**config.mk**
```make
export PLATFORM = sky130hd
export DESIGN_NAME = tlv_frame_resync_deframer
export DESIGN_NICKNAME = d
export VERILOG_FILES = /design/src/sv/tlvd_pkg.sv /design/src/sv/tlvd_ram.sv /design/src/sv/tlvd_ostage.sv /design/src/sv/tlvd_seq.sv /design/src/sv/tlv_frame_resync_deframer.sv
export SDC_FILE = /design/constraint.sdc
export NUM_CORES = 1
export LEC_CHECK = 0
export ABC_AREA = 1
export ABC_CLOCK_PERIOD_IN_PS = 6200
export BUFFER_PORTS_ARGS = -buffer_cell sky130_fd_sc_hd__buf_2
export CAP_MARGIN = 20
export CORE_MARGIN = 10
export CORE_UTILIZATION = 40
export CTS_CLUSTER_DIAMETER = 200
export DETAILED_ROUTE_END_ITERATION = 7
export SYNTH_ARGS = -nofsm -noshare
export SYNTH_HDL_FRONTEND = slang
export SYNTH_SLANG_ARGS = --single-unit
```
**constraint.sdc**
```tcl
create_clock -name i_clk -period 6.2 [get_ports i_clk]
set_clock_uncertainty 0.2 [all_clocks]
set_input_delay 0.62 -clock i_clk [delete_from_list [all_inputs] [get_ports i_clk]]
set_output_delay 0.62 -clock i_clk [all_outputs]
set_load 0.01 [all_outputs]
```
**src/sv/tlvd_pkg.sv**
```systemverilog
// ----------------------------------------------------------------------------
// tlvd_pkg
// Shared types and constants for the TLV frame deframer with resync.
// ----------------------------------------------------------------------------
`default_nettype none

package tlvd_pkg;

    // Tag byte plus length byte in front of every value.
    localparam int HDR_LEN   = 2;
    localparam int CFG_IDX_W = 8;

    // Configuration register indexes.
    localparam logic [CFG_IDX_W-1:0] REG_TAG_KEEPALIVE     = 8'd0;
    localparam logic [CFG_IDX_W-1:0] REG_TAG_EVENT         = 8'd1;
    localparam logic [CFG_IDX_W-1:0] REG_TAG_DATA          = 8'd2;
    localparam logic [CFG_IDX_W-1:0] REG_TAG_TIME_RESPONSE = 8'd3;

    // Tag register values after reset.
    localparam logic [7:0] RST_TAG_KEEPALIVE     = 8'd0;
    localparam logic [7:0] RST_TAG_EVENT         = 8'd1;
    localparam logic [7:0] RST_TAG_DATA          = 8'd2;
    localparam logic [7:0] RST_TAG_TIME_RESPONSE = 8'd3;

    typedef struct packed {
        logic [7:0] tag_keepalive;
        logic [7:0] tag_event;
        logic [7:0] tag_data;
        logic [7:0] tag_time_response;
    } t_tags;

    // Sequencer to output stage: one frame byte, or end of the item's run.
    typedef struct packed {
        logic       valid;
        logic [7:0] data;
        logic       frame_end;
        logic       flush;
    } t_emit;

    typedef enum logic [3:0] {
        ST_IDLE,
        ST_SCAN,
        ST_TAG,
        ST_LEN,
        ST_CHILD,
        ST_CHILD_LEN,
        ST_EMIT_RD,
        ST_EMIT,
        ST_DONE
    } t_state;

endpackage

`default_nettype wire

```
**src/sv/tlvd_ram.sv**
```systemverilog
// ----------------------------------------------------------------------------
// tlvd_ram
// Generic single-port-write, single-port-read RAM with registered read data.
// ----------------------------------------------------------------------------
`default_nettype none

module tlvd_ram #(
    parameter int WIDTH = 8,
    parameter int DEPTH = 50
) (
    input  wire logic                     i_clk,
    input  wire logic                     i_we,
    input  wire logic [$clog2(DEPTH)-1:0] i_waddr,
    input  wire logic [WIDTH-1:0]         i_wdata,
    input  wire logic                     i_re,
    input  wire logic [$clog2(DEPTH)-1:0] i_raddr,
    output logic      [WIDTH-1:0]         o_rdata
);

    logic [WIDTH-1:0] r_mem [DEPTH];

    // Write port.
    always_ff @(posedge i_clk) begin
        if (i_we) begin
            r_mem[i_waddr] <= i_wdata;
        end
    end

    // Registered read port; data holds when no read is issued.
    always_ff @(posedge i_clk) begin
        if (i_re) begin
            o_rdata <= r_mem[i_raddr];
        end
    end

endmodule

`default_nettype wire

```
**src/sv/tlvd_ostage.sv**
```systemverilog
// ----------------------------------------------------------------------------
// tlvd_ostage
// Output stage: a hold register for the newest frame byte and the output
// register. The hold lets the last byte of an item be marked once the
// sequencer knows that no further frame follows.
// ----------------------------------------------------------------------------
`default_nettype none

module tlvd_ostage (
    input  wire logic            i_clk,
    input  wire logic            i_rst_n,
    input  wire tlvd_pkg::t_emit i_emit,
    output logic                 o_room,
    output logic                 m_axis_tvalid,
    input  wire logic            m_axis_tready,
    output logic [7:0]           m_axis_tdata,   // [7:0] frame_byte
    output logic                 m_axis_tlast,   // frame_end
    output logic                 m_axis_tuser    // [0] last result of the item
);

    import tlvd_pkg::*;

    logic       r_hv;
    logic [7:0] r_hdata;
    logic       r_hend;
    logic       r_ov;
    logic [7:0] r_odata;
    logic       r_oend;
    logic       r_olast;

    logic w_slot_free;
    logic w_push;
    logic w_flush;
    logic w_move;

    // The output register can take the held item when empty or draining.
    assign w_slot_free = !r_ov || m_axis_tready;
    assign o_room      = !r_hv || w_slot_free;
    assign w_push      = i_emit.valid && o_room;
    assign w_flush     = i_emit.flush && o_room;
    assign w_move      = r_hv && (w_push || w_flush);

    // Hold register control.
    always_ff @(posedge i_clk) begin
        if (!i_rst_n) begin
            r_hv <= 1'b0;
        end else if (w_push) begin
            r_hv <= 1'b1;
        end else if (w_flush) begin
            r_hv <= 1'b0;
        end
    end

    // Hold register payload.
    always_ff @(posedge i_clk) begin
        if (w_push) begin
            r_hdata <= i_emit.data;
            r_hend  <= i_emit.frame_end;
        end
    end

    // Output register control.
    always_ff @(posedge i_clk) begin
        if (!i_rst_n) begin
            r_ov <= 1'b0;
        end else if (w_move) begin
            r_ov <= 1'b1;
        end else if (m_axis_tready) begin
            r_ov <= 1'b0;
        end
    end

    // Output register payload; a flush marks the held byte as the last one.
    always_ff @(posedge i_clk) begin
        if (w_move) begin
            r_odata <= r_hdata;
            r_oend  <= r_hend;
            r_olast <= w_flush;
        end
    end

    assign m_axis_tvalid = r_ov;
    assign m_axis_tdata  = r_odata;
    assign m_axis_tlast  = r_oend;
    assign m_axis_tuser  = r_olast;

    // A completed flush leaves nothing held back.
    a_flush_empties: assert property (@(posedge i_clk) disable iff (!i_rst_n)
        (w_flush && !w_push) |=> !r_hv)
        else $error("hold register still full after flush");

    // A taken byte is always kept in the hold register.
    a_push_holds: assert property (@(posedge i_clk) disable iff (!i_rst_n)
        w_push |=> r_hv)
        else $error("pushed byte lost");

endmodule

`default_nettype wire

```
**src/sv/tlvd_seq.sv**
```systemverilog
// ----------------------------------------------------------------------------
// tlvd_seq
// Sequencer of the deframer: keeps the circular window, rescans it for a
// tag, checks the length, walks the child TLVs and sends frames out, all
// through one read port and one shared address adder.
// ----------------------------------------------------------------------------
`default_nettype none

module tlvd_seq #(
    parameter int MAX_VALUE_LEN = 48
) (
    input  wire logic            i_clk,
    input  wire logic            i_rst_n,
    input  wire tlvd_pkg::t_tags i_tags,
    input  wire logic            s_axis_tvalid,
    output logic                 s_axis_tready,
    input  wire logic [7:0]      s_axis_tdata,   // [7:0] rx_byte
    output tlvd_pkg::t_emit      o_emit,
    input  wire logic            i_room
);

    import tlvd_pkg::*;

    localparam int DEPTH  = MAX_VALUE_LEN + HDR_LEN;
    localparam int PTR_W  = $clog2(DEPTH);
    localparam int FILL_W = $clog2(DEPTH + 1);
    localparam logic [7:0] MAX_LEN = 8'(MAX_VALUE_LEN);

    t_state             r_state, n_state;
    logic [PTR_W-1:0]   r_head,  n_head;
    logic [FILL_W-1:0]  r_fill,  n_fill;
    logic [7:0]         r_tag,   n_tag;
    logic [7:0]         r_len,   n_len;
    logic [7:0]         r_i,     n_i;
    logic [FILL_W-1:0]  r_k,     n_k;

    logic               w_we;
    logic               w_re;
    logic [PTR_W-1:0]   w_addr;
    logic [7:0]         w_rdata;
    logic [PTR_W:0]     w_off;
    logic [FILL_W-1:0]  w_drop_n;
    logic [PTR_W-1:0]   w_head_adv;
    logic               w_full;
    logic               w_rd_any;
    logic               w_tag_nested;
    logic               w_len_bad;
    logic               w_short_hdr;
    logic               w_short_frame;
    logic               w_child_done;
    logic               w_child_hdr_bad;
    logic [9:0]         w_child_next;
    logic               w_child_bad;
    logic [FILL_W-1:0]  w_total;
    logic               w_emit_end;

    // Modulo-DEPTH add of a pointer and an offset below DEPTH+1.
    function automatic logic [PTR_W-1:0] f_wrap(input logic [PTR_W:0] sum);
        logic [PTR_W:0] red;
        red = sum;
        if (sum >= (PTR_W+1)'(DEPTH)) begin
            red = sum - (PTR_W+1)'(DEPTH);
        end
        return red[PTR_W-1:0];
    endfunction

    // Window storage.
    tlvd_ram #(
        .WIDTH (8),
        .DEPTH (DEPTH)
    ) u_ram (
        .i_clk   (i_clk),
        .i_we    (w_we),
        .i_waddr (w_addr),
        .i_wdata (s_axis_tdata),
        .i_re    (w_re),
        .i_raddr (w_addr),
        .o_rdata (w_rdata)
    );

    // Tag and length checks on the byte just read.
    assign w_full        = r_fill == FILL_W'(DEPTH);
    assign w_rd_any      = w_rdata == i_tags.tag_keepalive || w_rdata == i_tags.tag_event ||
                           w_rdata == i_tags.tag_data || w_rdata == i_tags.tag_time_response;
    assign w_tag_nested  = r_tag == i_tags.tag_keepalive || r_tag == i_tags.tag_event ||
                           r_tag == i_tags.tag_data;
    assign w_len_bad     = w_rdata > MAX_LEN;
    assign w_short_hdr   = r_fill < FILL_W'(HDR_LEN);
    assign w_short_frame = 9'(r_fill) < (9'(HDR_LEN) + 9'(w_rdata));

    // Child walk: r_i is the offset of the next child inside the value.
    assign w_child_done    = r_i == r_len;
    assign w_child_hdr_bad = (9'(r_i) + 9'(HDR_LEN)) > 9'(r_len);
    assign w_child_next    = 10'(r_i) + 10'(HDR_LEN) + 10'(w_rdata);
    assign w_child_bad     = w_child_next > 10'(r_len);

    // Frame emission bookkeeping.
    assign w_total    = FILL_W'(HDR_LEN) + FILL_W'(r_len);
    assign w_emit_end = r_k == (w_total - FILL_W'(1));

    // Offset from the window head for the shared address adder.
    always_comb begin
        case (r_state)
            ST_IDLE:    w_off = w_full ? '0 : (PTR_W+1)'(r_fill);
            ST_TAG:     w_off = (PTR_W+1)'(1);
            ST_CHILD:   w_off = (PTR_W+1)'(10'(r_i) + 10'(HDR_LEN) + 10'd1);
            ST_EMIT_RD: w_off = (PTR_W+1)'(r_k);
            default:    w_off = '0;
        endcase
    end

    assign w_addr     = f_wrap((PTR_W+1)'(r_head) + w_off);
    assign w_drop_n   = (r_state == ST_EMIT) ? w_total : FILL_W'(1);
    assign w_head_adv = f_wrap((PTR_W+1)'(r_head) + (PTR_W+1)'(w_drop_n));

    // Next state.
    always_comb begin
        n_state = r_state;
        case (r_state)
            ST_IDLE: begin
                if (s_axis_tvalid) n_state = ST_SCAN;
            end
            ST_SCAN: begin
                n_state = (r_fill == '0) ? ST_DONE : ST_TAG;
            end
            ST_TAG: begin
                if (!w_rd_any)        n_state = ST_SCAN;
                else if (w_short_hdr) n_state = ST_DONE;
                else                  n_state = ST_LEN;
            end
            ST_LEN: begin
                if (w_len_bad)          n_state = ST_SCAN;
                else if (w_short_frame) n_state = ST_DONE;
                else if (w_tag_nested)  n_state = ST_CHILD;
                else                    n_state = ST_EMIT_RD;
            end
            ST_CHILD: begin
                if (w_child_done)         n_state = ST_EMIT_RD;
                else if (w_child_hdr_bad) n_state = ST_SCAN;
                else                      n_state = ST_CHILD_LEN;
            end
            ST_CHILD_LEN: begin
                n_state = w_child_bad ? ST_SCAN : ST_CHILD;
            end
            ST_EMIT_RD: begin
                n_state = ST_EMIT;
            end
            ST_EMIT: begin
                if (i_room) n_state = w_emit_end ? ST_SCAN : ST_EMIT_RD;
            end
            ST_DONE: begin
                if (i_room) n_state = ST_IDLE;
            end
            default: n_state = ST_IDLE;
        endcase
    end

    // Datapath and outputs.
    always_comb begin
        n_head          = r_head;
        n_fill          = r_fill;
        n_tag           = r_tag;
        n_len           = r_len;
        n_i             = r_i;
        n_k             = r_k;
        w_we            = 1'b0;
        w_re            = 1'b0;
        o_emit.valid    = 1'b0;
        o_emit.data     = w_rdata;
        o_emit.frame_end = w_emit_end;
        o_emit.flush    = 1'b0;
        s_axis_tready   = r_state == ST_IDLE;
        case (r_state)
            ST_IDLE: begin
                if (s_axis_tvalid) begin
                    w_we = 1'b1;
                    // A full window loses its oldest byte to the new one.
                    if (w_full) n_head = w_head_adv;
                    else        n_fill = r_fill + FILL_W'(1);
                end
            end
            ST_SCAN: begin
                w_re = r_fill != '0;
            end
            ST_TAG: begin
                if (!w_rd_any) begin
                    n_head = w_head_adv;
                    n_fill = r_fill - FILL_W'(1);
                end else if (!w_short_hdr) begin
                    n_tag = w_rdata;
                    w_re  = 1'b1;
                end
            end
            ST_LEN: begin
                if (w_len_bad) begin
                    n_head = w_head_adv;
                    n_fill = r_fill - FILL_W'(1);
                end else if (!w_short_frame) begin
                    n_len = w_rdata;
                    n_i   = '0;
                    n_k   = '0;
                end
            end
            ST_CHILD: begin
                if (!w_child_done) begin
                    if (w_child_hdr_bad) begin
                        n_head = w_head_adv;
                        n_fill = r_fill - FILL_W'(1);
                    end else begin
                        w_re = 1'b1;
                    end
                end
            end
            ST_CHILD_LEN: begin
                if (w_child_bad) begin
                    n_head = w_head_adv;
                    n_fill = r_fill - FILL_W'(1);
                end else begin
                    n_i = w_child_next[7:0];
                end
            end
            ST_EMIT_RD: begin
                w_re = 1'b1;
            end
            ST_EMIT: begin
                o_emit.valid = 1'b1;
                if (i_room) begin
                    if (w_emit_end) begin
                        n_head = w_head_adv;
                        n_fill = r_fill - w_total;
                    end else begin
                        n_k = r_k + FILL_W'(1);
                    end
                end
            end
            ST_DONE: begin
                o_emit.flush = 1'b1;
            end
            default: begin
                n_head = r_head;
            end
        endcase
    end

    // Control registers.
    always_ff @(posedge i_clk) begin
        if (!i_rst_n) begin
            r_state <= ST_IDLE;
            r_head  <= '0;
            r_fill  <= '0;
        end else begin
            r_state <= n_state;
            r_head  <= n_head;
            r_fill  <= n_fill;
        end
    end

    // Working registers of the current scan.
    always_ff @(posedge i_clk) begin
        r_tag <= n_tag;
        r_len <= n_len;
        r_i   <= n_i;
        r_k   <= n_k;
    end

    a_fill_bound: assert property (@(posedge i_clk) disable iff (!i_rst_n)
        r_fill <= FILL_W'(DEPTH))
        else $error("window fill above depth");

    a_head_bound: assert property (@(posedge i_clk) disable iff (!i_rst_n)
        r_head < PTR_W'(DEPTH))
        else $error("window head out of range");

    a_child_bound: assert property (@(posedge i_clk) disable iff (!i_rst_n)
        (r_state == ST_CHILD) |-> (r_i <= r_len))
        else $error("child walk passed the value length");

    a_accept_fills: assert property (@(posedge i_clk) disable iff (!i_rst_n)
        (s_axis_tvalid && s_axis_tready) |=> (r_fill != '0))
        else $error("accepted item left the window empty");

endmodule

`default_nettype wire

```
**src/sv/tlv_frame_resync_deframer.sv**
```systemverilog
// ----------------------------------------------------------------------------
// tlv_frame_resync_deframer
// TLV deframer with resynchronization on received link bytes.
// ----------------------------------------------------------------------------
// Each accepted byte is appended to a window of MAX_VALUE_LEN+2 bytes held in
// a RAM with one registered read port. The block then rescans the window one
// read at a time: leading non-tag bytes are dropped, an oversize length drops
// the tag, and a report frame's children are walked one header per read. A
// valid frame leaves on the master side byte by byte, tlast on its final
// byte and tuser on the final byte released by the input byte. The slave side
// is ready only between items, and register writes are taken only then. The
// single RAM read port and its read latency set the cost of an item, which
// holds the slave side through the accept, the head read and a closing step.
// Each byte dropped from the head adds a read and a tag check, a length check
// adds a step, each child header a read and a check, and each emitted byte a
// read plus any output stall. The worst case is a resync in which every
// position of a full window starts a report frame whose child walk fails at
// its end.
// ----------------------------------------------------------------------------
`default_nettype none

module tlv_frame_resync_deframer #(
    parameter int MAX_VALUE_LEN = 48
) (
    input  wire logic                           i_clk,
    input  wire logic                           i_rst_n,
    input  wire logic                           i_cfg_valid,
    output logic                                o_cfg_ready,
    input  wire logic [tlvd_pkg::CFG_IDX_W-1:0] i_cfg_index,
    input  wire logic [7:0]                     i_cfg_data,
    input  wire logic                           s_axis_tvalid,
    output logic                                s_axis_tready,
    input  wire logic [7:0]                     s_axis_tdata,   // [7:0] rx_byte
    output logic                                m_axis_tvalid,
    input  wire logic                           m_axis_tready,
    output logic [7:0]                          m_axis_tdata,   // [7:0] frame_byte
    output logic                                m_axis_tlast,   // frame_end
    output logic                                m_axis_tuser    // [0] last
);

    import tlvd_pkg::*;

    t_tags r_tags;
    t_emit w_emit;
    logic  w_room;

    // Tags may only change while no item is being scanned.
    assign o_cfg_ready = s_axis_tready;

    // Tag registers; unknown indexes are ignored.
    always_ff @(posedge i_clk) begin
        if (!i_rst_n) begin
            r_tags.tag_keepalive     <= RST_TAG_KEEPALIVE;
            r_tags.tag_event         <= RST_TAG_EVENT;
            r_tags.tag_data          <= RST_TAG_DATA;
            r_tags.tag_time_response <= RST_TAG_TIME_RESPONSE;
        end else if (i_cfg_valid && o_cfg_ready) begin
            case (i_cfg_index)
                REG_TAG_KEEPALIVE:     r_tags.tag_keepalive     <= i_cfg_data;
                REG_TAG_EVENT:         r_tags.tag_event         <= i_cfg_data;
                REG_TAG_DATA:          r_tags.tag_data          <= i_cfg_data;
                REG_TAG_TIME_RESPONSE: r_tags.tag_time_response <= i_cfg_data;
                default:               r_tags <= r_tags;
            endcase
        end
    end

    // Window sequencer.
    tlvd_seq #(
        .MAX_VALUE_LEN (MAX_VALUE_LEN)
    ) u_seq (
        .i_clk         (i_clk),
        .i_rst_n       (i_rst_n),
        .i_tags        (r_tags),
        .s_axis_tvalid (s_axis_tvalid),
        .s_axis_tready (s_axis_tready),
        .s_axis_tdata  (s_axis_tdata),
        .o_emit        (w_emit),
        .i_room        (w_room)
    );

    // Output hold and register stage.
    tlvd_ostage u_ostage (
        .i_clk         (i_clk),
        .i_rst_n       (i_rst_n),
        .i_emit        (w_emit),
        .o_room        (w_room),
        .m_axis_tvalid (m_axis_tvalid),
        .m_axis_tready (m_axis_tready),
        .m_axis_tdata  (m_axis_tdata),
        .m_axis_tlast  (m_axis_tlast),
        .m_axis_tuser  (m_axis_tuser)
    );

endmodule

`default_nettype wire

```
# == Yosys cells after proc, flatten, opt, wreduce, memory -nomap -nowiden ==
# Memory sizes are Yosys's and may differ from the RTL's. A register that Yosys moved wholly into a read port is not among the register bits.
# Cells that the tools add are included.
# classes
n_reduce_logical,34
order_cmp,7
mul,0
eq_ne,36
n_addsub,15
div,0
n_shift,0
bitwise,3
muxes,63
# ops
op,n
2-to-1 mux 6 bit,26
case mux 6 bit (6 select lines),2
== test 8 bit,8
2-to-1 mux 4 bit,9
case mux 4 bit (9 select lines),1
case mux 7 bit (4 select lines),1
2-to-1 mux 8 bit,3
AND reduction 10 bit,2
adder 8 x 2 -> 9 bit (second input constant),2
== test 4 x 3 -> 1 bit (second input constant),4
== test 8 x 2 -> 1 bit (second input constant),2
inequality test 2 x 1 -> 1 bit (second input constant),8
case mux 8 bit (2 select lines),1
>= comparator 7 x 6 -> 1 bit (second input constant),2
2-to-1 mux 1 bit,14
inequality test 2 bit (second input constant),7
adder 6 x 1 -> 6 bit (second input constant),2
case mux 6 bit (2 select lines),1
nonzero test 6 bit,2
subtractor 6 x 1 -> 6 bit (second input constant),2
subtractor 6 bit (second input constant),2
adder 9 x 8 -> 10 bit,1
> comparator 10 x 8 -> 1 bit,1
adder 2 x 8 -> 9 bit (first input constant),1
30 further kinds,54
# totals
ram_bits,400
word_cells,177
rom_bits,0
ff_bits,99
memories,1
latch_bits,0
# memory_table
memory,words,word_bits,read_ports,rd_clocked_by_memory_dff,wr,line_no,rtl
u_seq.u_ram.r_mem,50,8,1,1,1,tlvd_ram.sv:20,logic [WIDTH-1:0] r_mem [DEPTH];

# == Longest topological paths before layout ==
# Gate-level depths: netlist of the first run.
# logic_depth
depth_word,8
mapped_depth,31
depth_no_buf,28

# == By module ==
# From an unflattened synthesis of the first run, not the netlist that was laid out.
# hier_totals
cells_unflattened,2579
area_unflattened_um2,24449.7
# by_module_without_submodules
module,seq_area_each_um2,instances,cells_each,area_per_inst_um2
tlvd_ram,12251.8,1,1402,16519.6
tlvd_seq,1221.2,1,947,5779.3
tlv_frame_resync_deframer,640.6,1,196,1472.7
tlvd_ostage,610.6,1,34,678.2

# == Worst setup path before layout of the first run ==
# No wires, ideal clock.
# synth_timing
path_type,reg-to-reg
start,register u_seq.r_i[1]
end,memory u_seq.u_ram.r_mem[24][0] (enable)
path_slack_ps,1907
stages_incl_launch_ff,22
n_path_buf,0
synth_period_minus_slack_ps,4293
t_arrival_ps,3723
t_required_ps,5630
path_cell_list,edfxtp_1 inv_1 ha_1 inv_1 nor2_1 o311ai_0 ha_1 xor2_1 inv_1 ha_1 nand2_1 nand2_1 nand2_1 nand2_2 nand3_4 nand2_2 xor2_4 inv_1 nand2_1 nor2_2 inv_1 nor2_1
# synth_via
elab_chain_cells,6
elab_cells_between_ends,7
# synth_rtl
element,line_no,rtl
from (decl),tlvd_seq.sv:34,"logic [7:0] r_i, n_i;"
from (signal assigned),tlvd_seq.sv:262,r_i <= n_i;
adder 8 x 2 -> 9 bit *,--,
adder 7 x 1 -> 7 bit *,tlvd_seq.sv:106,ST_CHILD: w_off = (PTR_W+1)'(10'(r_i) + 10'(HDR_LEN) + 10'd1);
case mux 7 bit (4 select lines) *,tlvd_seq.sv:103,case (r_state)
adder 6 x 7 -> 7 bit *,tlvd_seq.sv:112,assign w_addr = f_wrap((PTR_W+1)'(r_head) + w_off);
subtractor 6 bit / >= comparator 7 x 6 -> 1 bit (equally long branches),"tlvd_seq.sv:62, tlvd_seq.sv:61",
2-to-1 mux 6 bit *,tlvd_seq.sv:61,if (sum >= (PTR_W+1)'(DEPTH)) begin
to (decl),tlvd_ram.sv:20,
# Every way passes the cells marked *; elsewhere a longest branch is shown, timed or not.

# == Final worst setup path of the first run ==
# layout_timing
start,register u_seq.r_i[1]
end,register u_seq.u_ram.o_rdata[3] (read register of u_seq.u_ram.r_mem) (data pin)
# layout_via
elab_chain_cells,6
elab_cells_between_ends,13
# layout_rtl
element,line_no,rtl
adder 8 x 2 -> 9 bit,tlvd_seq.sv:93,assign w_child_hdr_bad = (9'(r_i) + 9'(HDR_LEN)) > 9'(r_len);
adder 7 x 1 -> 7 bit,tlvd_seq.sv:106,
case mux 7 bit (4 select lines),tlvd_seq.sv:103,
adder 6 x 7 -> 7 bit,tlvd_seq.sv:112,
subtractor 6 bit / >= comparator 7 x 6 -> 1 bit (equally long branches),"tlvd_seq.sv:62, tlvd_seq.sv:61",
2-to-1 mux 6 bit,tlvd_seq.sv:61,
to (decl),tlvd_ram.sv:17,output logic [WIDTH-1:0] o_rdata
# Parallel ways exist; a longest one is shown, timed or not.
# A chain may end at the register's enable or synchronous reset.

==> results.md, run 1 <==
- The kind of start point of the critical path is a flip-flop.
- The final count of pins violating max slew came to 0.
- The proportion of synthesized flip-flops having asynchronous set or reset is 0.
- The area growth from synthesis to layout is 11.58%.
- The worst-case IR drop observed on VDD is 391.9 uV.
- The die is between 200 and 300 um wide.
- STA classifies the critical path endpoint as a flip-flop.
- For this design the static power due to leakage is 0.01027 uW.
- The largest total area in the synthesized netlist belongs to edfxtp_1.
- The tightest min-delay check is of the primary input to flip-flop type.
- The post-synthesis cell area is 24,060 um2.
- The weighted congestion reported at the end of routability-driven placement is 0.8993.
- The cell count after synthesis came out at 2,314.
- The number of antenna violations at the first check in global routing is 0.
- After detailed routing, the total wire length is 59,880 um.
- The maximum clock frequency is 181.2 MHz.
- The number of nets handed over by synthesis was 2,403.
- The floorplan step set the die height to 265.3 um.
- Counting every sink on the clock net gives 507.
- The floorplan step defined a die boundary enclosing 70,370 um2.
- The unique cell type count in the Yosys netlist is 55.
- The initial cell density of the core is 0.4062.
- The share of the yosys chip area belonging to registers is 0.6119.
- Summed over all nets, the half-perimeter wirelength after detailed placement is 39,780 um.
- The largest buffer count on any clock path is 3.
- Summed over all failing endpoints, the final setup total negative slack is 0 ns.
- The filler cell count in the final layout is 5,458.
- The predominant post-synthesis flop cell is edfxtp_1.
- The worst pin sits at a relative slew slack of 0.2964.
- Setup violations remaining at the end of the flow were counted as 0.
- The biggest fanout along the worst timing path is 61.
- OpenSTA, run right after detailed placement, puts the worst setup slack at 0.7875 ns.
- For the worst-skew pair, the clock arrives at the later sink with an insertion delay of slightly above 0.6 ns.
- The number of antenna diodes in the final layout is 0.
- Counting the buffers created by CTS gives 53.
- The detail route stage leaves a number of antenna-violating nets equal to 0.
- Dividing total power by cell area gives a power density of approximately 530 nW/um2.
- The share of the synthesized area in the top cell type is 0.5703.
- The count of yosys warnings during synthesis is 0.
- The synthesized design contains 457 enable-type register cells.
- The slew at the pin closest to its max-slew limit is 1.055 ns.
- The core region is approximately 59,000 um2.
- The worst-case setup margin in the final layout is roughly 0.7 ns.
- Setup repair after global routing left no endpoint under its margin.
- The share of the cycle needed by the critical path after routing is 0.8902.
- The overall fraction of global-route tracks in use is 0.1686.
- Before antenna repair, the detailed router went through 5 iterations.
- Sorting the synthesized cells by area gives the leading types as edfxtp_1 57%, nand2_1 11%, dfxtp_1 4.2%.
- The number of DRC markers in iteration 0 is 1,280.
- For this run, design rule violations remaining after detail routing come to 0.
- The clock period minus worst slack is about 5.5 ns.
- TritonCTS built the clock tree.
- The proportion of layout cells with a drive suffix above 1 is 0.08636.
- After clock tree synthesis, the clock-pin slew on the worst setup and hold paths is 0.06 ns.
- The final global-route overflow total is 0.
- Across the run, the number of max-cap violations was 0.
- For the worst setup path, the data arrival time is 5.68 ns.
- The first-pass GRT wire length is 93,660 um.
- The number of buffers inserted by hold repair at cts is 0.
- Dividing the detail-routed via count by the number of cells gives 5.220.
- The category of the critical setup timing path is flip-flop to flip-flop.
- The number of ports placed on the die boundary is 42.
- The run finished with clean final reports.
- The floorplan has 89 rows.
- The hold violation total from the final report is 0.
- The number of global-route vias before repair is 16,530.
- The most frequent cell after synthesis is nand2_1.
- The maximum level of the CTS H-tree is 2.
- The number of setup buffers added after CTS is 0.
- The clock root buffer master is clkbuf_16.
- The number of buffers inserted by port buffering is slightly above 40.
- A synthesized cell averages 10.40 um2.
- Data on the critical path is required at its endpoint by 6.36 ns.
- Entering global routing, the biggest net connects 80 pins.
- Dividing the detail-routed wire length by the instance count gives approximately 19 um.
- The final route contains about 17,000 vias.
- In this run, post-CTS repair resized a total of 0 instances.
- In the synthesized netlist, the cells that appear most often are 700 x nand2_1, 457 x edfxtp_1, 211 x nor2_1, 140 x inv_1, 89 x mux2i_1.
- The post-layout net count is 2,445.
- Synthesis inferred 507 register bits.
==> logic make-up (layout without fill, tap and decap cells) <==
logic type,after synthesis,after routing,synth area share
simple gates,1078,1078,0.1851
flops,507,507,0.6119
compound gates,266,266,0.06313
buf+inv,240,323,0.04108
mux,89,89,0.03702
xor+xnor,74,74,0.02928
fa+ha+maj,60,60,0.03245
==> cell usage in the layout, fill, tap and decap left out, drive strengths merged, types with 8 or more instances in the layout <==
cell	count
nand2	713
edfxtp	457
nor2	220
inv	153
o21ai	115
mux2i	89
a21oi	86
buf	72
clkbuf	67
ha	56
nand3	55
dfxtp	50
xnor2	42
nand4	33
xor2	32
nor3	29
a211oi	24
clkinv	24
or2	17
o211ai	13
o221ai	8
==> area by class of cell <==
cell class	count	area, um2	area share
clock buffer	67	1379	0.05136
clock inverter	29	286.5	0.01067
inverter	155	588.1	0.02190
multi-input combinational	1567	8377	0.3120
sequential	507	14720	0.5484
tap	773	967.2	0.03603
timing repair buffer	72	525.5	0.01957
==> path summary, 6_finish.rpt <==
| path | start | to | slack, ns | cells past startpoint |
|---|---|---|---|---|
| worst max register to register | u_seq.r_i[1] | u_seq.u_ram.o_rdata[3] | 0.68 | 24 |
| worst min-delay path | i_cfg_data[4] | r_tags[12] | 0.1 | 3 |
| worst max-delay path | u_seq.r_i[1] | u_seq.u_ram.o_rdata[3] | 0.68 | 24 |
| worst min register to register | u_ostage.r_hdata[7] | u_ostage.m_axis_tdata[7] | 0.22 | 0 |
==> critical path: stages, from the launching register on <==
cell and delay, ns:
edfxtp_1 0.51, inv_1 0.18, ha_1 0.34, inv_1 0.12, nor2_1 0.07, o311ai_0 0.50, ha_1 0.41, xor2_1 0.24
inv_1 0.13, ha_1 0.22, nand2_1 0.07, nand2_1 0.06, nand2_1 0.08, nand2_2 0.08, nand3_4 0.16, nand2_2 0.11
nand2_4 0.33, buf_4 0.58, o21ai_0 0.31, nand2_1 0.12, nand2_1 0.05, nand2_1 0.06, nand2_1 0.07, nor2_1 0.17
nand2_1 0.10
==> report_power, final <==
part | leakage, uW | switching, uW | internal, uW
clock | 0.000802 | 1330 | 1750
sequential | 0.00453 | 163 | 4070
combinational | 0.00494 | 4800 | 2030
total | 0.0103 | 6290 | 7850
==> metal layers <==
layer,vias to the layer above,share of wire,GRT usage,wire length [um]
li1,7991,-,-,-
met1,7942,0.45,0.2284,26910
met2,490,0.46,0.2737,27730
met3,124,0.057,0.02353,3400
met4,0,0.031,0.05902,1847
met5,-,0,0,0
==> sequential cells by signal, indices dropped and copies added, names as in the netlist <==
register,count
u_ostage.m_axis_tlast,1
r_tags,32
u_seq.r_head,6
u_seq.u_ram.o_rdata,8
u_seq.r_tag,8
u_ostage.r_hv,1
u_seq.u_ram.r_mem,400
u_seq.r_i,8
u_seq.r_fill,6
u_seq.r_k,6
u_ostage.r_hend,1
u_ostage.r_hdata,8
u_seq.r_state,4
u_ostage.m_axis_tuser,1
u_ostage.m_axis_tdata,8
u_seq.r_len,8
u_ostage.m_axis_tvalid,1
==> stage by stage <==
stage	cells	hold slack, ns	power (uW)	util	instance area [um2]
after global routing	3170	0.09052	15110	0.4532	26850
after detailed placement	3069	0.2045	11050	0.4234	25080
after floorplan	2314	0.2003	9130	-	24060
final	3170	0.09891	14140	0.4532	26850
after global placement	3067	0.2046	11000	0.4227	25040
after CTS	3165	0.07293	14170	0.4515	26750
(Power assumes the default switching activity.)
==> run 2, diff against run 1 <==
CORE_UTILIZATION = 63   (was 40)
PLACE_DENSITY = 0.8   (was default)
==> results.md, run 2 (synthesis results as in run 1) <==
- The number of ports placed on the die boundary is 42 (unchanged).
- The final count of pins violating max slew was 0 (unchanged).
- The flip-flop count of the largest register after layout is 400 (unchanged).
- The number of DRC markers in iteration 0 is 1,757 (was 1,280).
- The weighted congestion reported at the end of routability-driven placement is 0.9741 (was 0.8993).
- The number of standard-cell rows in the floorplan is 71 (was 89).
- The x dimension of the die was 215.4 um (was 265.3 um).
- The largest register by flop count is u_seq.u_ram.r_mem (unchanged).
- The post-layout net count is 2,430 (was 2,445).
- The maximum clock frequency is 178.1 MHz (was 181.2 MHz).
- The cell with the largest stage delay on the worst path is nor2_1 (was buf_4).
- The startpoint of the worst hold path was m_axis_tready (was i_cfg_data[4]).
- The number of clock buffers inserted by TritonCTS is 50 (was 53).
- The proportion of layout cells with a drive suffix above 1 was 0.08396 (was 0.08636).
- The count of maximum capacitance violations was 0 (unchanged).
- The total via count after detailed routing is 17,090 (was 16,550).
- The biggest cell delay along the critical path was 0.72 ns (was 0.58 ns).
- The number of buffers inserted by hold repair at cts came to 0 (unchanged).
- The clock period minus worst slack is 5.616 ns (was 5.520 ns).
- The commonest non-fill, non-tap cell in the layout was nand2_1 (unchanged).
- The first-pass GRT wire length is 90,500 um (was 93,660 um).
- The arrival time of the worst setup path is 5.64 ns (was 5.68 ns).
- The DRC violations left is 0 (unchanged).
- The cell area reported after detailed placement was 24,660 um2 (was 25,080 um2).
- The endpoint of the worst register-to-register path is u_seq.u_ram.r_mem[44][6] (was u_seq.u_ram.o_rdata[3]).
- The number of antenna-violating nets in the routed design was 0 (unchanged).
- Largest registers: u_seq.u_ram.r_mem: 400 flops, r_tags: 32 flops (unchanged).
- The worst slew margin relative to its limit was 0.06136 (was 0.2964).
- The final global-route overflow total came to 0 (unchanged).
- The maximum level of the CTS H-tree is 2 (unchanged).
- The floorplan core area was 37,670 um2 (was 59,240 um2).
- The layout overhead on the synthesized area came to 9.750% (was 11.58%).
- The worst endpoint required time is 6.22 ns (was 6.36 ns).
- The filler cell count in the final layout is 2,662 (was 5,458).
- The clock root buffer master was clkbuf_16 (unchanged).
- The share of the cycle needed by the critical path after routing is 0.9058 (was 0.8902).
- The routed via count divided by cell count came to 5.907 (was 5.220).
- The largest buffer count on any clock path is 3 (unchanged).
- The ratio of total power to cell area came to 537.3 nW/um2 (was 526.8 nW/um2).
- The total routed wirelength came to 58,260 um (was 59,880 um).
- The final instance area is 26,410 um2 (was 26,850 um2).
- The kind of end point of the critical path is a flip-flop (unchanged).
- The biggest fanout along the worst timing path was 18 (was 61).
- The detailed-router iteration count before antenna repair is 8 (was 5).
- The source-to-sink clock delay at the later pin of the worst-skew pair is 0.61 ns (was 0.62 ns).
- The height of the chip is 215.4 um (was 265.3 um).
- The CTS tree is built (unchanged).
- The total negative slack for setup checks came to 0 ns (unchanged).
- Unrepaired setup endpoints after global routing: no (unchanged).
- Commonest cells after routing, fill and taps aside: 699 x nand2_1, 457 x edfxtp_1, 211 x nor2_1 (unchanged).
- The placed wire-length estimate came to 36,750 um (was 39,780 um).
- The category of the critical setup timing path is flip-flop to flip-flop (unchanged).
- The initial cell density of the core is 0.6388 (was 0.4062).
- The setup slack of the most critical reg-to-reg path is 0.58 ns (was 0.68 ns).
- The post-cts repair resize count is 0 (unchanged).
- The number of buffers inserted to repair setup after CTS is 0 (unchanged).
- The number of buffers inserted by port buffering is 41 (unchanged).
- The cell repeated most along the worst path was nand2_1 (unchanged).
- The number of setup violations in the final report is 0 (unchanged).
- The detailed-route wire length per cell is 20.14 um (was 18.89 um).
- The depth of the worst register-to-register path is 19 (was 24).
- Result of the run: complete, no violations (unchanged).
- The pin count of the biggest net entering global routing is 202 (was 80).
- The beginning of the worst register-to-register path is u_seq.r_i[1] (unchanged).
- The die area is 46,410 um2 (was 70,370 um2).
- The worst vdd rail ir drop was 879.1 uV (was 391.9 uV).
- The number of global-route vias before repair came to 16,670 (was 16,530).
- The leakage power of the design is 0.01022 uW (was 0.01027 uW).
- The endpoint of the most critical setup path is u_seq.u_ram.r_mem[44][6] (was u_seq.u_ram.o_rdata[3]).
- The classification of the worst-slack hold path is primary input to flip-flop (unchanged).
- The launching element of the worst setup path is u_seq.r_i[1] (unchanged).
- Worst-path cell chain: inv_1 > ha_1 > inv_1 > nor2_1 > o311ai_0 > ha_1 > xor2_1 > inv_1 > ha_1 > nand2_1 > nand2_1 > nand2_1 > nand2_2 > nand3_4 > o21ai_4 > inv_2 > nor2_1 > nand2_1 > nor2_1 (was inv_1 > ha_1 > inv_1 > nor2_1 > o311ai_0 > ha_1 > xor2_1 > inv_1 > ha_1 > nand2_1 > nand2_1 > nand2_1 > nand2_2 > nand3_4 > nand2_2 > nand2_4 > buf_4 > o21ai_0 > nand2_1 > nand2_1 > nand2_1 > nand2_1 > nor2_1 > nand2_1).
- The clock net sink count is 507 (unchanged).
- The clock slew seen by the registers of the worst setup and hold paths is 0.06 ns (about the same).
- The overall fraction of global-route tracks in use was 0.2465 (was 0.1686).
- The kind of start point of the critical path is a flip-flop (unchanged).
- The number of antenna violations at the first check in global routing is 0 (unchanged).
- The slew at the pin closest to its max-slew limit is 1.408 ns (was 1.055 ns).
- The number of diodes came to 0 (unchanged).
- The hold violation total from the final report was 0 (unchanged).
-- run 2: cell types whose count changed in the layout (fill, tap and decap cells not counted), sizes merged --
| cell | delta |
|---|---|
| clkbuf | -7 |
| buf | -13 |
| clkinvlp | -2 |
| inv | +2 |
| bufinv | +2 |
| clkinv | +3 |
-- run 2: area by class of cell --
cell class / count / area [um2] / share of cell area
sequential: 507 / 14720 / 0.5576
inverter: 155 / 588.1 / 0.02227
timing repair buffer: 60 / 422.9 / 0.01601
tap: 511 / 639.4 / 0.02421
multi-input combinational: 1567 / 8377 / 0.3172
clock inverter: 34 / 351.6 / 0.01331
clock buffer: 59 / 1305 / 0.04942
-- run 2: worst min path at each step --
stage                                           to  cells past startpoint
after floorplan           u_ostage.m_axis_tdata[0]                      0
after global placement    u_ostage.m_axis_tdata[0]                      0
after detailed placement  u_ostage.m_axis_tdata[3]                      0
after CTS                   u_ostage.m_axis_tvalid                      4
after global routing                    r_tags[28]                      3
final                       u_ostage.m_axis_tvalid                      4
-- run 2: stage by stage --
stage          total power [uW]  hold WS [ns]    util  worst slack [ns]  instances
5_1_grt                   14970        0.1300  0.7011            0.2529       2893
2_1_floorplan              9130        0.2003       -             1.907       2314
3_5_place_dp              10940        0.2045  0.6548            0.7364       2795
3_3_place_gp              10800        0.2011  0.6548            0.9555       2795
6_report                  14190        0.1152  0.7011            0.5841       2893
4_1_cts                   14040       0.09538  0.6988            0.6927       2888
-- run 2: critical path: cells and delay by family (launching register included) --
family / cells / cell delay [ns]
buffers and inverters: 4 / 0.57
flip-flops: 1 / 0.49
XOR/XNOR: 1 / 0.19
AO/OA/AOI/OAI: 2 / 1.00
AND/OR/NAND/NOR: 9 / 1.79
adder cells (fa/ha/maj): 3 / 1.00
-- run 2: per-layer routing --
metal  global-route usage  vias to the layer above  wire length, um  part of all wire
li1                     -                     7963                -                 -
met1               0.3110                     8110            22950              0.39
met2               0.4098                      837            27950              0.48
met3              0.04070                      180             4695             0.081
met4               0.1171                        0             2668             0.046
met5                    0                        -                0                 0
-- run 2: power breakdown --
part	leakage (uW)	switching [uW]	internal [uW]
Combinational	0.00487	4750	2060
Clock	0.000818	1300	1760
Sequential	0.00453	235	4080
Total	0.0102	6290	7900
==> run 3, diff against run 2 <==
ABC_CLOCK_PERIOD_IN_PS = default   (was 6200)
CORE_UTILIZATION = 68   (was 63)
PLACE_DENSITY = 0.85   (was 0.8)
clock period = 6.65 ns   (was 6.2 ns; I/O delays follow)
==> results.md, run 3 (synthesis results as in run 1) <==
- Result of the run: complete, no violations (unchanged).
- The worst slew margin relative to its limit was 0.2412 (was 0.06136).
- The maximum level of the CTS H-tree was 2 (unchanged).
- The startpoint of the worst hold path is m_axis_tready (unchanged).
- Largest registers: u_seq.u_ram.r_mem: 400 flops, r_tags: 32 flops (unchanged).
- The met2 usage is 0.4494 (was 0.4098).
- The clock root buffer master is clkbuf_16 (unchanged).
- The pin count of the biggest net entering global routing is 79 (was 202).
- The layout overhead on the synthesized area is 9.251% (was 9.750%).
- The largest buffer count on any clock path is 3 (unchanged).
- The flip-flop count of the largest register after layout is 400 (unchanged).
- The clock period minus worst slack is 5.920 ns (was 5.616 ns).
- The count of non-filler cells in the finished layout is 2,837 (was 2,893).
- The weighted congestion reported at the end of routability-driven placement is 0.9566 (was 0.9741).
- The DRC violations left is 0 (unchanged).
- The largest register by flop count is u_seq.u_ram.r_mem (unchanged).
- The number of buffers inserted by port buffering is 41 (unchanged).
- The number of antenna-violating nets in the routed design is 0 (unchanged).
- The die area is 43,310 um2 (was 46,410 um2).
- The placed wire-length estimate is 37,370 um (was 36,750 um).
- The detailed-route wire length per cell is 20.84 um (was 20.14 um).
- Unrepaired setup endpoints after global routing: no (unchanged).
- The cell count after placement is 2,743 (was 2,795).
- The worst hold endpoint is u_ostage.m_axis_tvalid (unchanged).
- The number of DRC markers in iteration 0 is 1,918 (was 1,757).
- The arrival time of the worst setup path is 5.94 ns (was 5.64 ns).
- The depth of the worst register-to-register path was 20 (was 19).
- The count of maximum capacitance violations is 0 (unchanged).
- The beginning of the worst register-to-register path is u_seq.r_state[2] (was u_seq.r_i[1]).
- The setup slack of the most critical reg-to-reg path is 0.73 ns (was 0.58 ns).
- The number of buffers inserted to repair setup after CTS was 0 (unchanged).
- The number of ports placed on the die boundary came to 42 (unchanged).
- The post-layout net count came to 2,431 (was 2,430).
- The number of diodes is 0 (unchanged).
- The number of clock buffers inserted by TritonCTS is 50 (unchanged).
- Commonest cells after routing, fill and taps aside: 699 x nand2_1, 457 x edfxtp_1, 211 x nor2_1 (unchanged).
- The commonest non-fill, non-tap cell in the layout is nand2_1 (unchanged).
- The clock net sink count came to 507 (unchanged).
- The met1 global-route usage was 0.3258 (was 0.3110).
- The overall power after layout is 13,190 uW (was 14,190 uW).
- The height of the chip came to 208.1 um (was 215.4 um).
- The worst endpoint required time came to 6.67 ns (was 6.22 ns).
- The number of buffers inserted by hold repair at cts was 0 (unchanged).
- The biggest fanout along the worst timing path was 28 (was 18).
- The post-cts repair resize count is 0 (unchanged).
- The share of the cycle needed by the critical path after routing was 0.8902 (was 0.9058).
- The endpoint of the worst register-to-register path is u_seq.u_ram.r_mem[6][1] (was u_seq.u_ram.r_mem[44][6]).
- The total negative slack for setup checks was 0 ns (unchanged).
- The classification of the worst-slack hold path is primary input to flip-flop (unchanged).
- The detailed-router iteration count before antenna repair came to 6 (was 8).
- The floorplan core area is 34,710 um2 (was 37,670 um2).
- The slew at the pin closest to its max-slew limit is 1.138 ns (was 1.408 ns).
- The total via count after detailed routing is 17,470 (was 17,090).
- The kind of end point of the critical path is a flip-flop (unchanged).
- The x dimension of the die came to 208.1 um (was 215.4 um).
- The overall fraction of global-route tracks in use was 0.2677 (was 0.2465).
- The number of setup violations in the final report came to 0 (unchanged).
- The final global-route overflow total is 0 (unchanged).
- The maximum clock frequency is 168.9 MHz (was 178.1 MHz).
- The total routed wirelength is 59,120 um (was 58,260 um).
- The kind of start point of the critical path is a flip-flop (unchanged).
- The initial cell density of the core is 0.6932 (was 0.6388).
- The met3 global-route usage came to 0.04179 (was 0.04070).
- The source-to-sink clock delay at the later pin of the worst-skew pair is 0.60 ns (was 0.61 ns).
- The hold violation total from the final report is 0 (unchanged).
- The category of the critical setup timing path is flip-flop to flip-flop (unchanged).
- The number of antenna violations at the first check in global routing was 0 (unchanged).
- The ratio of total power to cell area is 501.8 nW/um2 (was 537.3 nW/um2).
- The clock slew seen by the registers of the worst setup and hold paths is 0.07 ns (was 0.06 ns).
- The first-pass GRT wire length came to 93,010 um (was 90,500 um).
- The number of global-route vias before repair is 17,440 (was 16,670).
- The number of standard-cell rows in the floorplan is 68 (was 71).
- The leakage power of the design is 0.01020 uW (was 0.01022 uW).
- The CTS tree is built (unchanged).
- The final count of pins violating max slew was 0 (unchanged).
- The proportion of layout cells with a drive suffix above 1 is 0.08312 (was 0.08396).
- The routed via count divided by cell count is 6.158 (was 5.907).
- The number of instances on the worst hold path is 4 (unchanged).
- The highest-utilization routing layer at the global route stage is met2 (unchanged).
- The worst vdd rail ir drop is 561.8 uV (was 879.1 uV).
-- run 3: cell count changes in the layout (fill, tap and decap cells not counted), moves of 2 or more --
cell / before / now
clkinv_1: 12 / 14
buf_4: 12 / 18
clkinv_2: 14 / 11
buf_12: 6 / 1
-- run 3: per-stage QoR --
| step | worst slack, ns | hold WS (ns) | area [um2] | utilization |
|---|---|---|---|---|
| after floorplan | 2.357 | 0.2003 | 24060 | - |
| after global placement | 1.093 | 0.2018 | 24600 | 0.7086 |
| after detailed placement | 0.9016 | 0.2092 | 24600 | 0.7086 |
| after CTS | 0.8478 | 0.1536 | 26260 | 0.7565 |
| after global routing | 0.2887 | 0.1893 | 26290 | 0.7573 |
| final | 0.7299 | 0.1673 | 26290 | 0.7573 |
-- run 3: power breakdown --
group	internal [uW]	total, uW	switching (uW)
clock	1670	2870	1200
combinational	1880	6340	4470
sequential	3800	3980	178
total	7350	13200	5840
-- run 3: critical path, cell delays in order (launching register included) --
cell and delay [ns]:
dfxtp_1 0.35, inv_1 0.06, nor2_1 0.10, inv_1 0.10, nor2_2 0.33, inv_1 0.17
o221ai_1 0.35, ha_4 0.20, fa_1 0.47, inv_1 0.16, ha_1 0.21, nand2_1 0.07
nand2_1 0.08, nand2_1 0.07, nand2_2 0.10, nand3_4 0.14, o21ai_4 0.67, inv_2 0.36
nor2_1 0.22, nand2_1 0.40, nor2_1 0.69
-- run 3: layer usage --
metal / up-vias / part of all wire
met5: - / 0
met1: 8312 / 0.37
met3: 217 / 0.087
met4: 0 / 0.053
met2: 979 / 0.49
li1: 7962 / -
-- run 3: layout make-up --
class	instances	area, um2
flip-flops and latches	507	14720
clock inverters	31	317.8
inverters	155	588.1
multi-input cells	1567	8377
fillers	2189	8426
repair buffers	61	367.9
clock buffers	61	1344
well taps	455	569.3
-- run 3: worst max-delay path by stage --
stage                      from                        to  slack, ns
2_1_floorplan      u_seq.r_i[1]  u_seq.u_ram.r_mem[24][0]       2.36
3_3_place_gp       u_seq.r_i[1]   u_seq.u_ram.r_mem[6][5]       1.09
3_5_place_dp       u_seq.r_i[1]   u_seq.u_ram.r_mem[6][1]       0.90
4_1_cts            u_seq.r_i[1]   u_seq.u_ram.r_mem[6][1]       0.85
5_1_grt            u_seq.r_i[1]  u_seq.u_ram.r_mem[36][1]       0.29
6_report       u_seq.r_state[2]   u_seq.u_ram.r_mem[6][1]       0.73
